`config.mk`:
```
export PLATFORM = sky130hd
export DESIGN_NAME = e164_country_code_extract
export DESIGN_NICKNAME = d
export VERILOG_FILES = /design/src/rtl/e164cc_pkg.sv /design/src/rtl/e164_country_code_extract.sv /design/src/rtl/e164cc_window.sv /design/src/rtl/e164cc_decode.sv
export VERILOG_INCLUDE_DIRS = /design/src /design/src/rtl
export SDC_FILE = /design/constraint.sdc
export NUM_CORES = 1
export LEC_CHECK = 0
export BUFFER_PORTS_ARGS = -buffer_cell sky130_fd_sc_hd__buf_2
export CORE_ASPECT_RATIO = 0.5
export CORE_MARGIN = 3
export CORE_UTILIZATION = 55
export DETAILED_ROUTE_END_ITERATION = 8
export PLACE_DENSITY = 0.75
export SLEW_MARGIN = 5
export SYNTH_ARGS = -nofsm -noshare
export SYNTH_HDL_FRONTEND = slang
export SYNTH_SLANG_ARGS = --single-unit
```
`constraint.sdc`:
```
create_clock -name i_clk -period 14.4 [get_ports i_clk]
set_input_delay 2.16 -clock i_clk [delete_from_list [all_inputs] [get_ports i_clk]]
set_output_delay 2.16 -clock i_clk [all_outputs]
set_load 0.1 [all_outputs]
```
`src/rtl/e164_country_code_extract_assert.svh`:
```
// Assertion macros shared by the country code extractor RTL.
// Depends on nothing; included by the modules that carry assertions.
`ifndef E164_COUNTRY_CODE_EXTRACT_ASSERT_SVH
`define E164_COUNTRY_CODE_EXTRACT_ASSERT_SVH

// Same-cycle implication, disabled while reset is low.
`define E164CC_ASSERT(label, clk, rst_n, ante, cons, msg) \
    label: assert property (@(posedge clk) disable iff (!rst_n) (ante) |-> (cons)) \
        else $error(msg);

// Next-cycle implication, disabled while reset is low.
`define E164CC_ASSERT_NEXT(label, clk, rst_n, ante, cons, msg) \
    label: assert property (@(posedge clk) disable iff (!rst_n) (ante) |=> (cons)) \
        else $error(msg);

`endif

```
`src/rtl/e164cc_pkg.sv`:
```
// Shared types, constants and decode helpers for the country code extractor.
// Depends on nothing; imported by every module of the block.
`timescale 1ns / 1ps

package e164cc_pkg;

    // Digit encodings of the configuration register
    localparam logic [1:0] ENC_BINARY = 2'd0;
    localparam logic [1:0] ENC_BCD    = 2'd1;
    localparam logic [1:0] ENC_UTF8   = 2'd2;
    localparam logic [1:0] ENC_RSVD   = 2'd3;

    localparam logic [2:0]  WIN_DEPTH     = 3'd7;
    localparam logic [7:0]  SKIP_MAX      = 8'hFF;
    localparam logic [7:0]  CHAR_ZERO     = 8'h30;
    localparam logic [15:0] UTF_OFFSET    = 16'hFFD0;
    localparam logic [15:0] ID_MID_MASK   = 16'h0FF0;
    localparam logic [15:0] ID_EXT_PREFIX = 16'h0510;
    localparam logic [15:0] CC_881        = 16'd881;
    localparam logic [15:0] CC_882        = 16'd882;
    localparam logic [15:0] CC_883        = 16'd883;

    typedef struct packed {
        logic [6:0][7:0] win;
        logic [2:0]      held;
        logic [7:0]      skip;
        logic [1:0]      enc;
    } t_snap;

    typedef struct packed {
        logic        truncated;
        logic [7:0]  zero_bytes_skipped;
        logic        id_nondecimal;
        logic [15:0] id_code;
        logic [2:0]  id_digits;
        logic        cc_nondecimal;
        logic [1:0]  cc_digits;
        logic [15:0] cc_value;
    } t_result;

    // Second digits that close a two-digit country code, per leading digit
    function automatic logic [15:0] two_digit_mask(input logic [3:0] lead);
        logic [15:0] m;
        begin
            unique case (lead)
                4'd2:    m = 16'h0081;
                4'd3:    m = 16'h025F;
                4'd4:    m = 16'hFFFB;
                4'd5:    m = 16'hFDFE;
                4'd6:    m = 16'hFC7F;
                4'd8:    m = 16'h0056;
                4'd9:    m = 16'h013F;
                default: m = 16'h0000;
            endcase
            return m;
        end
    endfunction

    function automatic logic [15:0] utf_digit(input logic [7:0] b);
        return {8'h00, b} + UTF_OFFSET;
    endfunction

    function automatic logic [15:0] to_decimal(input logic [15:0] v);
        return 16'(v[3:0]) + 16'(v[7:4]) * 16'd10 + 16'(v[11:8]) * 16'd100
             + 16'(v[15:12]) * 16'd1000;
    endfunction

    function automatic logic nondecimal(input logic [15:0] v);
        return (v[3:0] > 4'd9) || (v[7:4] > 4'd9) || (v[11:8] > 4'd9)
            || (v[15:12] > 4'd9);
    endfunction

endpackage

```
`src/rtl/e164_country_code_extract.sv`:
```
// Path: a result leaves o_m_axis from the result register; its triggering item
//   is first held in the snapshot register, then decoded into the result register.
// Throughput: one input item per cycle, sustained, while the output is taken.
// Reset: i_rst_n synchronous active low; clears the per-number state, empties
//   both stages and sets the encoding to binary. Window bytes are not cleared.
`timescale 1ns / 1ps

module e164_country_code_extract (
    input  logic        i_clk,
    input  logic        i_rst_n,
    // configuration: digit encoding
    input  logic        i_cfg_valid,
    output logic        o_cfg_ready,
    input  logic [1:0]  i_cfg_data,     // [1:0] digit_encoding
    // input item stream
    input  logic        i_s_axis_tvalid,
    output logic        o_s_axis_tready,
    input  logic [7:0]  i_s_axis_tdata, // [7:0] data_byte
    input  logic        i_s_axis_tlast, // end_of_number
    // result stream
    output logic        o_m_axis_tvalid,
    input  logic        i_m_axis_tready,
    // [15:0] cc_value, [17:16] cc_digits, [18] cc_nondecimal,
    // [21:19] id_digits, [37:22] id_code, [38] id_nondecimal,
    // [46:39] zero_bytes_skipped, [47] truncated
    output logic [47:0] o_m_axis_tdata
);
    import e164cc_pkg::*;

    logic       r_enc;
    logic [1:0] r_enc_q;
    logic       snap_valid, snap_ready;
    t_snap      snap;
    t_result    res;

    // Encoding register: always ready; written only while the block is idle is a rule for the user, not enforced here
    assign o_cfg_ready = 1'b1;

    always_ff @(posedge i_clk) begin
        if (!i_rst_n) begin
            r_enc_q <= ENC_BINARY;
        end else if (i_cfg_valid) begin
            r_enc_q <= i_cfg_data;
        end
    end

    // Track that a configuration value is held (binary until first write)
    always_ff @(posedge i_clk) begin
        if (!i_rst_n) begin
            r_enc <= 1'b0;
        end else if (i_cfg_valid) begin
            r_enc <= 1'b1;
        end
    end

    // Store significant bytes; hand a snapshot over when a result is due
    e164cc_window u_window (
        .i_clk        (i_clk),
        .i_rst_n      (i_rst_n),
        .i_enc        (r_enc ? r_enc_q : ENC_BINARY),
        .i_valid      (i_s_axis_tvalid),
        .o_ready      (o_s_axis_tready),
        .i_data       (i_s_axis_tdata),
        .i_eon        (i_s_axis_tlast),
        .o_snap_valid (snap_valid),
        .i_snap_ready (snap_ready),
        .o_snap       (snap)
    );

    // Decode the snapshot and hold the result until taken
    e164cc_decode u_decode (
        .i_clk        (i_clk),
        .i_rst_n      (i_rst_n),
        .i_snap_valid (snap_valid),
        .o_snap_ready (snap_ready),
        .i_snap       (snap),
        .o_valid      (o_m_axis_tvalid),
        .i_ready      (i_m_axis_tready),
        .o_res        (res)
    );

    // Pack result fields, first struct field in the highest bits
    assign o_m_axis_tdata = {res.truncated, res.zero_bytes_skipped, res.id_nondecimal,
                             res.id_code, res.id_digits, res.cc_nondecimal,
                             res.cc_digits, res.cc_value};

endmodule

```
`src/rtl/e164cc_window.sv`:
```
// Byte window: leading zero skip, significant byte store and result trigger.
// Depends on e164cc_pkg and the assertion macro header.
`timescale 1ns / 1ps
`include "e164_country_code_extract_assert.svh"

module e164cc_window (
    input  logic               i_clk,
    input  logic               i_rst_n,
    input  logic [1:0]         i_enc,
    input  logic               i_valid,
    output logic               o_ready,
    input  logic [7:0]         i_data,
    input  logic               i_eon,
    output logic               o_snap_valid,
    input  logic               i_snap_ready,
    output e164cc_pkg::t_snap  o_snap
);
    import e164cc_pkg::*;

    logic [7:0] r_win [7];
    logic [2:0] r_held, n_held;
    logic       r_in_lz;
    logic       r_rg;
    logic [7:0] r_skip, n_skip;
    logic       r_snap_valid;
    t_snap      r_snap, n_snap;
    logic       binary, skip_byte, store, fire, accept;

    assign o_ready = !r_snap_valid || i_snap_ready;
    assign accept  = i_valid && o_ready;

    always_comb begin
        binary    = (i_enc == ENC_BINARY) || (i_enc == ENC_RSVD);
        skip_byte = !r_rg && binary && r_in_lz && (i_data == 8'h00);
        store     = !r_rg && !skip_byte && (r_held < WIN_DEPTH);
        n_held    = store ? r_held + 3'd1 : r_held;
        n_skip    = (skip_byte && r_skip != SKIP_MAX) ? r_skip + 8'd1 : r_skip;
        fire      = !r_rg && ((n_held == WIN_DEPTH) || i_eon);
        for (int i = 0; i < 7; i++) begin
            n_snap.win[i] = (store && r_held == 3'(i)) ? i_data : r_win[i];
        end
        n_snap.held = n_held;
        n_snap.skip = n_skip;
        n_snap.enc  = i_enc;
    end

    // Window entries past the fill count are never read
    always_ff @(posedge i_clk) begin
        if (accept && store) begin
            r_win[r_held] <= i_data;
        end
    end

    always_ff @(posedge i_clk) begin
        if (!i_rst_n) begin
            r_held  <= 3'd0;
            r_in_lz <= 1'b1;
            r_rg    <= 1'b0;
            r_skip  <= 8'd0;
        end else if (accept) begin
            if (i_eon) begin
                r_held  <= 3'd0;
                r_in_lz <= 1'b1;
                r_rg    <= 1'b0;
                r_skip  <= 8'd0;
            end else begin
                r_held  <= n_held;
                r_in_lz <= store ? 1'b0 : r_in_lz;
                r_rg    <= r_rg || fire;
                r_skip  <= n_skip;
            end
        end
    end

    always_ff @(posedge i_clk) begin
        if (!i_rst_n) begin
            r_snap_valid <= 1'b0;
        end else if (accept && fire) begin
            r_snap_valid <= 1'b1;
        end else if (i_snap_ready) begin
            r_snap_valid <= 1'b0;
        end
    end

    always_ff @(posedge i_clk) begin
        if (accept && fire) begin
            r_snap <= n_snap;
        end
    end

    assign o_snap_valid = r_snap_valid;
    assign o_snap       = r_snap;

    `E164CC_ASSERT(a_given_means_full, i_clk, i_rst_n, r_rg, r_held == WIN_DEPTH, "result given with window not full")
    `E164CC_ASSERT(a_lz_cleared_by_store, i_clk, i_rst_n, !r_in_lz, r_held != 3'd0, "leading zero phase left without a stored byte")
    `E164CC_ASSERT_NEXT(a_fire_loads_snap, i_clk, i_rst_n, accept && fire, r_snap_valid, "trigger did not load the snapshot")

endmodule

```
`src/rtl/e164cc_decode.sv`:
```
// Country code and identification code decode with the result register.
// Depends on e164cc_pkg and the assertion macro header.
`timescale 1ns / 1ps
`include "e164_country_code_extract_assert.svh"

module e164cc_decode (
    input  logic                 i_clk,
    input  logic                 i_rst_n,
    input  logic                 i_snap_valid,
    output logic                 o_snap_ready,
    input  e164cc_pkg::t_snap    i_snap,
    output logic                 o_valid,
    input  logic                 i_ready,
    output e164cc_pkg::t_result  o_res
);
    import e164cc_pkg::*;

    logic [1:0]  enc;
    logic [7:0]  g    [7];
    logic        miss [7];
    logic [15:0] uf   [7];
    logic [2:0]  idx  [4];
    logic [15:0] ul   [4];
    logic        ulm  [4];
    logic [15:0] cc_raw, cc_sh, id_raw, d;
    logic [15:0] closers;
    logic [3:0]  a, s;
    logic [1:0]  len;
    logic [2:0]  idn;
    logic        trunc;
    t_result     n_res, r_res;
    logic        r_valid;

    always_comb begin
        enc   = (i_snap.enc == ENC_RSVD) ? ENC_BINARY : i_snap.enc;
        trunc = 1'b0;
        for (int i = 0; i < 7; i++) begin
            miss[i] = !(3'(i) < i_snap.held);
            g[i]    = !miss[i] ? i_snap.win[i] : ((enc == ENC_UTF8) ? CHAR_ZERO : 8'h00);
            uf[i]   = utf_digit(g[i]);
        end

        unique case (enc)
            ENC_BINARY: begin
                cc_raw = {g[0], g[1]};
                if (g[0][7:4] != 4'h0) begin
                    cc_raw = cc_raw >> 4;
                end
                trunc = miss[0] || miss[1];
            end
            ENC_BCD: begin
                // a missing second byte reads as zero without truncation
                cc_raw = {4'h0, g[0][3:0], g[0][7:4],
                          (i_snap.held > 3'd1) ? i_snap.win[1][3:0] : 4'h0};
                trunc  = miss[0];
            end
            default: begin
                cc_raw = {uf[0][7:0], 8'h00} | {uf[1][11:0], 4'h0} | uf[2];
                trunc  = miss[0] || miss[1] || miss[2];
            end
        endcase

        a       = cc_raw[11:8];
        s       = cc_raw[7:4];
        closers = two_digit_mask(a);
        if (a == 4'd0 || a == 4'd1 || a == 4'd7) begin
            len = 2'd1;
        end else if (a > 4'd9) begin
            len = 2'd0;
        end else begin
            len = closers[s] ? 2'd2 : 2'd3;
        end

        case (len)
            2'd1:    cc_sh = cc_raw >> 8;
            2'd2:    cc_sh = cc_raw >> 4;
            default: cc_sh = cc_raw;
        endcase
        n_res.cc_value      = to_decimal(cc_sh);
        n_res.cc_nondecimal = nondecimal(cc_sh);
        n_res.cc_digits     = len;

        // UTF-8 digits after the country code
        for (int k = 0; k < 4; k++) begin
            idx[k] = {1'b0, len} + 3'(k);
            ul[k]  = uf[idx[k]];
            ulm[k] = miss[idx[k]];
        end

        idn    = 3'd0;
        id_raw = 16'h0000;
        d      = 16'h0000;
        n_res.id_code       = 16'h0000;
        n_res.id_nondecimal = 1'b0;
        if (n_res.cc_value == CC_881) begin
            idn = 3'd1;
            unique case (enc)
                ENC_BINARY: begin
                    id_raw = {12'h000, g[1][3:0]};
                    trunc  = trunc || miss[1];
                end
                ENC_BCD: begin
                    id_raw = {12'h000, g[1][7:4]};
                    trunc  = trunc || miss[1];
                end
                default: begin
                    id_raw = ul[0];
                    trunc  = trunc || ulm[0];
                end
            endcase
            n_res.id_code       = id_raw;
            n_res.id_nondecimal = id_raw > 16'd9;
        end else if (n_res.cc_value == CC_882 || n_res.cc_value == CC_883) begin
            trunc = trunc || miss[1] || miss[2];
            if (n_res.cc_value == CC_882) begin
                idn = 3'd2;
                unique case (enc)
                    ENC_BINARY: id_raw = {8'h00, g[1][3:0], g[2][7:4]};
                    ENC_BCD:    id_raw = {8'h00, g[1][7:4], g[2][3:0]};
                    default: begin
                        id_raw = {ul[0][11:0], 4'h0} | ul[1];
                        trunc  = trunc || ulm[0] || ulm[1];
                    end
                endcase
            end else begin
                idn = 3'd3;
                unique case (enc)
                    ENC_BINARY: id_raw = {4'h0, g[1][3:0], g[2]};
                    ENC_BCD:    id_raw = {4'h0, g[1][7:4], g[2][3:0], g[2][7:4]};
                    default: begin
                        id_raw = {ul[0][7:0], 8'h00} | {ul[1][11:0], 4'h0} | ul[2];
                        trunc  = trunc || ulm[0] || ulm[1] || ulm[2];
                    end
                endcase
                // 51x takes a fourth digit
                if ((id_raw & ID_MID_MASK) == ID_EXT_PREFIX) begin
                    idn = 3'd4;
                    unique case (enc)
                        ENC_BINARY: begin
                            d     = {12'h000, g[3][7:4]};
                            trunc = trunc || miss[3];
                        end
                        ENC_BCD: begin
                            d     = {12'h000, g[3][3:0]};
                            trunc = trunc || miss[3];
                        end
                        default: begin
                            d     = ul[3];
                            trunc = trunc || ulm[3];
                        end
                    endcase
                    id_raw = {id_raw[11:0], 4'h0} | d;
                end
            end
            n_res.id_code       = to_decimal(id_raw);
            n_res.id_nondecimal = nondecimal(id_raw);
        end
        n_res.id_digits          = idn;
        n_res.zero_bytes_skipped = i_snap.skip;
        n_res.truncated          = trunc;
    end

    assign o_snap_ready = !r_valid || i_ready;

    always_ff @(posedge i_clk) begin
        if (!i_rst_n) begin
            r_valid <= 1'b0;
        end else if (o_snap_ready) begin
            r_valid <= i_snap_valid;
        end
    end

    always_ff @(posedge i_clk) begin
        if (o_snap_ready && i_snap_valid) begin
            r_res <= n_res;
        end
    end

    assign o_valid = r_valid;
    assign o_res   = r_res;

    `E164CC_ASSERT(a_no_len_is_bad, i_clk, i_rst_n, r_valid && r_res.cc_digits == 2'd0, r_res.cc_nondecimal, "undecodable lead digit without nondecimal flag")
    `E164CC_ASSERT(a_no_id_is_clear, i_clk, i_rst_n, r_valid && r_res.id_digits == 3'd0, r_res.id_code == 16'h0000 && !r_res.id_nondecimal, "identification fields set without a code")
    `E164CC_ASSERT_NEXT(a_res_held_stalled, i_clk, i_rst_n, r_valid && !i_ready, r_valid, "result dropped while stalled")

endmodule
```
Word-level counts from Yosys, hierarchy flattened --
Memory sizes are Yosys's and may differ from the RTL's. A register that Yosys moved wholly into a read port is not among the register bits. Index checks and enable logic that the tools add are counted.
Word-level totals: bits in registers 79, latch bits 0, RAM bits 56, ROM bits 0, bits of input ports 16, output and inout bits 51, memories 1
Memory list:
- u_window.r_win | words 7, width 8, read ports 7, clocked after memory_dff 7, write ports 1, line e164cc_window.sv:20 | logic [7:0] r_win [7];
Operators by class: add/sub/neg operators 18, $mul 6, divide/modulo/power cells 0, magnitude comparators 24, equal/unequal tests 21, shift operators 0, multiplexer cells 88, bitwise logic cells 11, reductions and logical operators 57
Operator list (count):
- $mux 16 | 21
- $bmux 16 s3 | 4
- $pmux 16 s2 | 6
- $pmux 16 s7 | 1
- $or 16x16->16 | 6
- $mux 8 | 9
- $add 9x7->10 const B | 7
- $eq 16x10->1 const B | 3
- $gt 4x4->1 const B | 9
- $mux 17 | 2
- $add 16x11->16 | 2
- $add 16x14->16 | 2
- $mux 1 | 29
- $logic_or 1x1->1 | 24
- $mul 4x7->11 const B | 2
- $add 4x8->9 | 2
- $mul 4x5->9 const B | 2
- $eq 4x3->1 const B | 4
- $ge 4x4->1 const B | 4
- $gt 16x4->1 const B | 1
- $mul 4x3->7 const B | 2
- $bmux 1 s3 | 4
- $not 3->4 | 3
- $logic_and 1x1->1 | 11
- other kinds (35) | 65

Depth between registers and ports, before layout --
word-level depth 43, mapped depth 75, gate-level depth less buffers 68

Cells and area by module --
From an unflattened synthesis, not the netlist that was laid out.
Unflattened totals: cell total of the unflattened synthesis 1608, area, all modules 15715.1 µm²
Modules (own cells, without submodules):
- e164cc_decode | instances 1, cells each 1247, area an instance 9821.9 µm², sequential area each 1431.4 µm²
- e164cc_window | instances 1, cells each 349, area an instance 5769.3 µm², sequential area each 4033.9 µm²
- e164_country_code_extract | instances 1, cells each 12, area an instance 123.9 µm², sequential area each 60.1 µm²

Worst setup path before layout --
No wires, ideal clock.
kind register to register, start point register u_window.r_snap, in the netlist u_window.o_snap[11], end point register u_decode.r_res, in the netlist u_decode.o_res[35], data pin, library setup time 265 ps, arrival time 13755 ps, required time 14135 ps, path slack 379 ps, stages on the path, launching flop included 65, path buffers 8, cells stage by stage edfxtp_1 -> buf_6 -> or3_1 -> buf_2 -> a21o_1 -> inv_1 -> ha_1 -> nor3b_1 -> mux2i_1 -> a21oi_1 -> a21oi_1 -> nand4_1 -> o32ai_2 -> o211ai_4 -> a21oi_4 -> nor2_8 -> inv_4 -> clkbuf_1 -> [29 not listed] -> clkbuf_1 -> o31ai_1 -> fa_1 -> inv_1 -> fa_1 -> ha_1 -> xnor2_1 -> fa_1 -> inv_1 -> ha_1 -> a21oi_1 -> o21bai_1 -> a21oi_1 -> inv_1 -> a21oi_1 -> nor4_4 -> xnor2_1 -> o21ai_1
RTL lines:
- start: declaration | line e164cc_window.sv:26 | t_snap r_snap, n_snap;
- start signal: assignment | line e164cc_window.sv:87 | r_snap <= n_snap;
- end signal: assignment | line e164cc_decode.sv:175 | r_res <= n_res;
- end: declaration | line e164cc_decode.sv:31 | t_result n_res, r_res;

==> run_results.csv <==
group,metric,value,unit
logic_synthesis,cell_with_the_most_instances_after_synthesis,"sky130_fd_sc_hd__edfxtp_1",
die,std_cell_rows,43,
global_route,grt_pass1_vias,12800,
hold_path,type_of_the_tightest_min_delay_check,"register to register",
die,die_height,125,um
timing,timing.final.setup_violations,0,
critical_path,cp-end-kind,"register",
power_and_ir_drop,power-per-cell-area,170,nW/um2
logic_synthesis,synth_seq_area_share,35.2,%
routing,drt-met1-wl,23.0,mm
power_and_ir_drop,leakage,0.00683,uW
place,detailed_place.area,16300,um2
clocking,clk_pin_slew,80,ps
timing,fin_skew,10.7,ps
layout,multi_input_area,9470,um2
place,io_buffer_count,64,
logic_synthesis,postSynthRegisterBits,190,
logic_synthesis,postSynth.asyncResetShare,0,%
logic_synthesis,synth_top_area_share,32.9,%
routing,drc_errors,0,
timing,totalNegativeSetupSlack,0,ps
global_route,grt_antenna_before_repair,0,
logic_synthesis,netlist.top_cell.by_area,"sky130_fd_sc_hd__edfxtp_1",
die,initial_core_util,56.2,%
logic_synthesis,ys.warnings.count,0,
critical_path,setup.worst_path.start_class,"register",
critical_path,critical_path_required,14610,ps
timing,fmax,0.0729,GHz
routing,postRouteAntennaNets,0,
routing,drt-total-wl,50.3,mm
outcome,status,"finished clean",
layout,final-seq-area,5530,um2
clocking,cts-root-buf,"sky130_fd_sc_hd__clkbuf_16",
critical_path,cp_slowest_stage_delay,650,ps
place,gpl.final_weighted_congestion,1.02,
layout,design_area,17200,um2
global_route,grt_start_max_net_pins,71,
timing,report.final.hold_viol_count,0,
logic_synthesis,synth.area.top_cells,"sky130_fd_sc_hd__edfxtp_1 33%, sky130_fd_sc_hd__ha_1 8.9%, sky130_fd_sc_hd__mux2_2 4.3%",
layout,nNetsFinal,1836,
timing,relSlewSlack,24.6,%
power_and_ir_drop,vdd_ir_drop_max,0.203,mV
clocking,cts_tree,"built",
timing,finalCriticalPeriod,13710,ps
critical_path,library_cell_contributing_the_largest_single_delay_on_the_critical_path,"sky130_fd_sc_hd__fa_1",
logic_synthesis,ys_types,109,
die,num_io_pins,67,
die,core_region_area,27900,um2
routing,met3_wirelength,5.13,mm
routing,dr.first_iter.drc_count,1909,
global_route,remaining_global_route_overflow,0,
routing,via_per_inst,6.54,
critical_path,crit_top_cell,"sky130_fd_sc_hd__ha_1",
clocking,clock_insertion_delay_worst_skew,450,ps
layout,syn2layout_area_growth,9.28,%
logic_synthesis,netlist_top_cells_count,"172 x sky130_fd_sc_hd__edfxtp_1, 139 x sky130_fd_sc_hd__nand2_1, 132 x sky130_fd_sc_hd__a21oi_1, 116 x sky130_fd_sc_hd__inv_1, 112 x sky130_fd_sc_hd__ha_1",
timing,finalHoldWorstSlack,431,ps
global_route,grt_first_pass_wirelength,76.5,mm
timing,tightestPinTransition,1120,ps
clocking,htree_num_levels,4,
timing,final-max-slew-violation-count,0,
critical_path,worst_setup_path_category,"register to register",
die,die_w,245,um
logic_synthesis,synthesis.instances,1653,
flow_run,maxCapViolations,0,
routing,drt-pass1-iter-count,6,
logic_synthesis,number_of_enable_type_register_cells_in_the_synthesized_netlist,172,
logic_synthesis,mappedNetlistArea,15700,um2
global_route,grt_total_usage,32.4,%
critical_path,timing.critical_path.arrival,13920,ps
routing,met2_wirelength,20.6,mm
clocking,cts-buffers-inserted,17,
logic_synthesis,postSynth.topFlopCell,"sky130_fd_sc_hd__edfxtp_1",
layout,fillCellCount,2297,
layout,final_layout_size_suffix_gt1_share,16.4,%
clocking,cts-root-to-sink-buffers,2,
layout,antenna_cells_inserted,0,
routing,highest_layer,"met4",
routing,via_count,13500,
clocking,cts.sink_count,190,
logic_synthesis,mapped_avg_cell_area,9.50,um2
die,die-area,30700,um2
critical_path,crit_path_max_fanout,27,
routing,drt_wl_cell,24.3,um
logic_synthesis,synth_fp_nets,1814,
place,detailed_place_hpwl,36.8,mm
timing,fin_crit_sh,95.2,%
clocking,hold_buffers,0,
worst paths after layout:
path | slack [ps] | cells after the start | from | end
max | 690 | 58 | u_window.o_snap[11] | u_decode.o_res[34]
min | 430 | 0 | u_window.o_snap[5] | u_decode.o_res[42]
max reg2reg | 690 | 58 | u_window.o_snap[11] | u_decode.o_res[34]
min reg2reg | 430 | 0 | u_window.o_snap[5] | u_decode.o_res[42]
sequential cells by signal (all words and copies together), names as in the netlist:
signal and flops:
u_window.r_rg 1, u_window.r_in_lz 1, u_decode.o_valid 1, r_enc 1, u_window.r_win 56, u_window.o_snap 69, r_enc_q 2, u_window.r_skip 8
u_decode.o_res 47, u_window.o_snap_valid 1, u_window.r_held 3
logic make-up (layout without fill, tap and decap cells):
kind of cell / Yosys count / count (layout) / synth area share, %
AOI/OAI and AO/OA: 492 / 492 / 21.5
muxes: 84 / 84 / 6.23
and+or+nand+nor: 457 / 457 / 14.5
adders and majority gates: 147 / 147 / 13.3
other: 2 / 2 / 0.0478
DFF: 190 / 190 / 35.2
xor gates and xnor gates: 65 / 65 / 3.63
buffers and inverters: 216 / 251 / 5.62
repair_timing:
item / in CTS / in global routing
buffers inserted: 0 / 4
gates resized for setup: 0 / 35
endpoints found under the setup margin: 0 / 8
area by class of cell:
cell class	count	share of cell area (%)
flip-flops and latches	190	32.2
well taps	382	2.79
clock inverters	15	1.30
repair buffers	98	3.38
clock buffers	17	2.48
multi-input cells	1247	55.2
inverters	121	2.66
layout by cell type, fill, tap and decap left out, types with 15 or more instances in the layout:
cell                        Yosys  layout
sky130_fd_sc_hd__a211oi_1      23      23
sky130_fd_sc_hd__a21o_1        26      26
sky130_fd_sc_hd__a21oi_1      132     120
sky130_fd_sc_hd__a22oi_1       19      19
sky130_fd_sc_hd__a31oi_1       23      23
sky130_fd_sc_hd__and2_1        21      21
sky130_fd_sc_hd__and3_1        16      16
sky130_fd_sc_hd__buf_2         13      64
sky130_fd_sc_hd__buf_4          6      33
sky130_fd_sc_hd__clkbuf_16      0      17
sky130_fd_sc_hd__dfxtp_1       18      18
sky130_fd_sc_hd__edfxtp_1     172     172
sky130_fd_sc_hd__fa_1          33      33
sky130_fd_sc_hd__ha_1         112     108
sky130_fd_sc_hd__inv_1        116     116
sky130_fd_sc_hd__mux2_2        60      60
sky130_fd_sc_hd__mux2i_1       19      19
sky130_fd_sc_hd__nand2_1      139     138
sky130_fd_sc_hd__nand3_1       44      44
sky130_fd_sc_hd__nand4_1       15      15
sky130_fd_sc_hd__nor2_1       102     100
sky130_fd_sc_hd__nor2b_1       28      26
sky130_fd_sc_hd__nor3_1        33      33
sky130_fd_sc_hd__o211ai_1      27      27
sky130_fd_sc_hd__o21ai_0       78      78
sky130_fd_sc_hd__o22ai_1       17      17
sky130_fd_sc_hd__o31ai_1       22      22
sky130_fd_sc_hd__xnor2_1       45      45
sky130_fd_sc_hd__xor2_1        20      20
worst max-delay path: cells and delay by family (launching register included):
kind	cells	cell delay (ps)
and+or+nand+nor	15	2810
xor gates and xnor gates	2	320
AOI/OAI and AO/OA	20	4080
buffers and inverters	9	1150
adders and majority gates	12	4600
DFF	1	470
per-layer routing:
layer  GRT usage, %  up-vias
met5              0        -
met1           48.5     6489
met3           8.38      113
met2           46.1      769
li1               -     6168
met4           9.43        0
report_power, final:
| group | switching, uW | internal [uW] |
|---|---|---|
| Sequential | 12.5 | 655 |
| Combinational | 1090 | 641 |
| Clock | 258 | 259 |
metrics by stage:
stage               std cells  setup slack [ps]  total power [uW]  utilization [%]
CTS                      2066               195              2870             60.8
global placement         2034               656              2310             58.5
global route             2070             -26.5              3110             61.5
floorplan                1653               379              1980                -
detailed placement       2034               291              2350             58.5
finish                   2070               690              2920             61.5
Note: power is estimated with default switching activity, not from simulation.
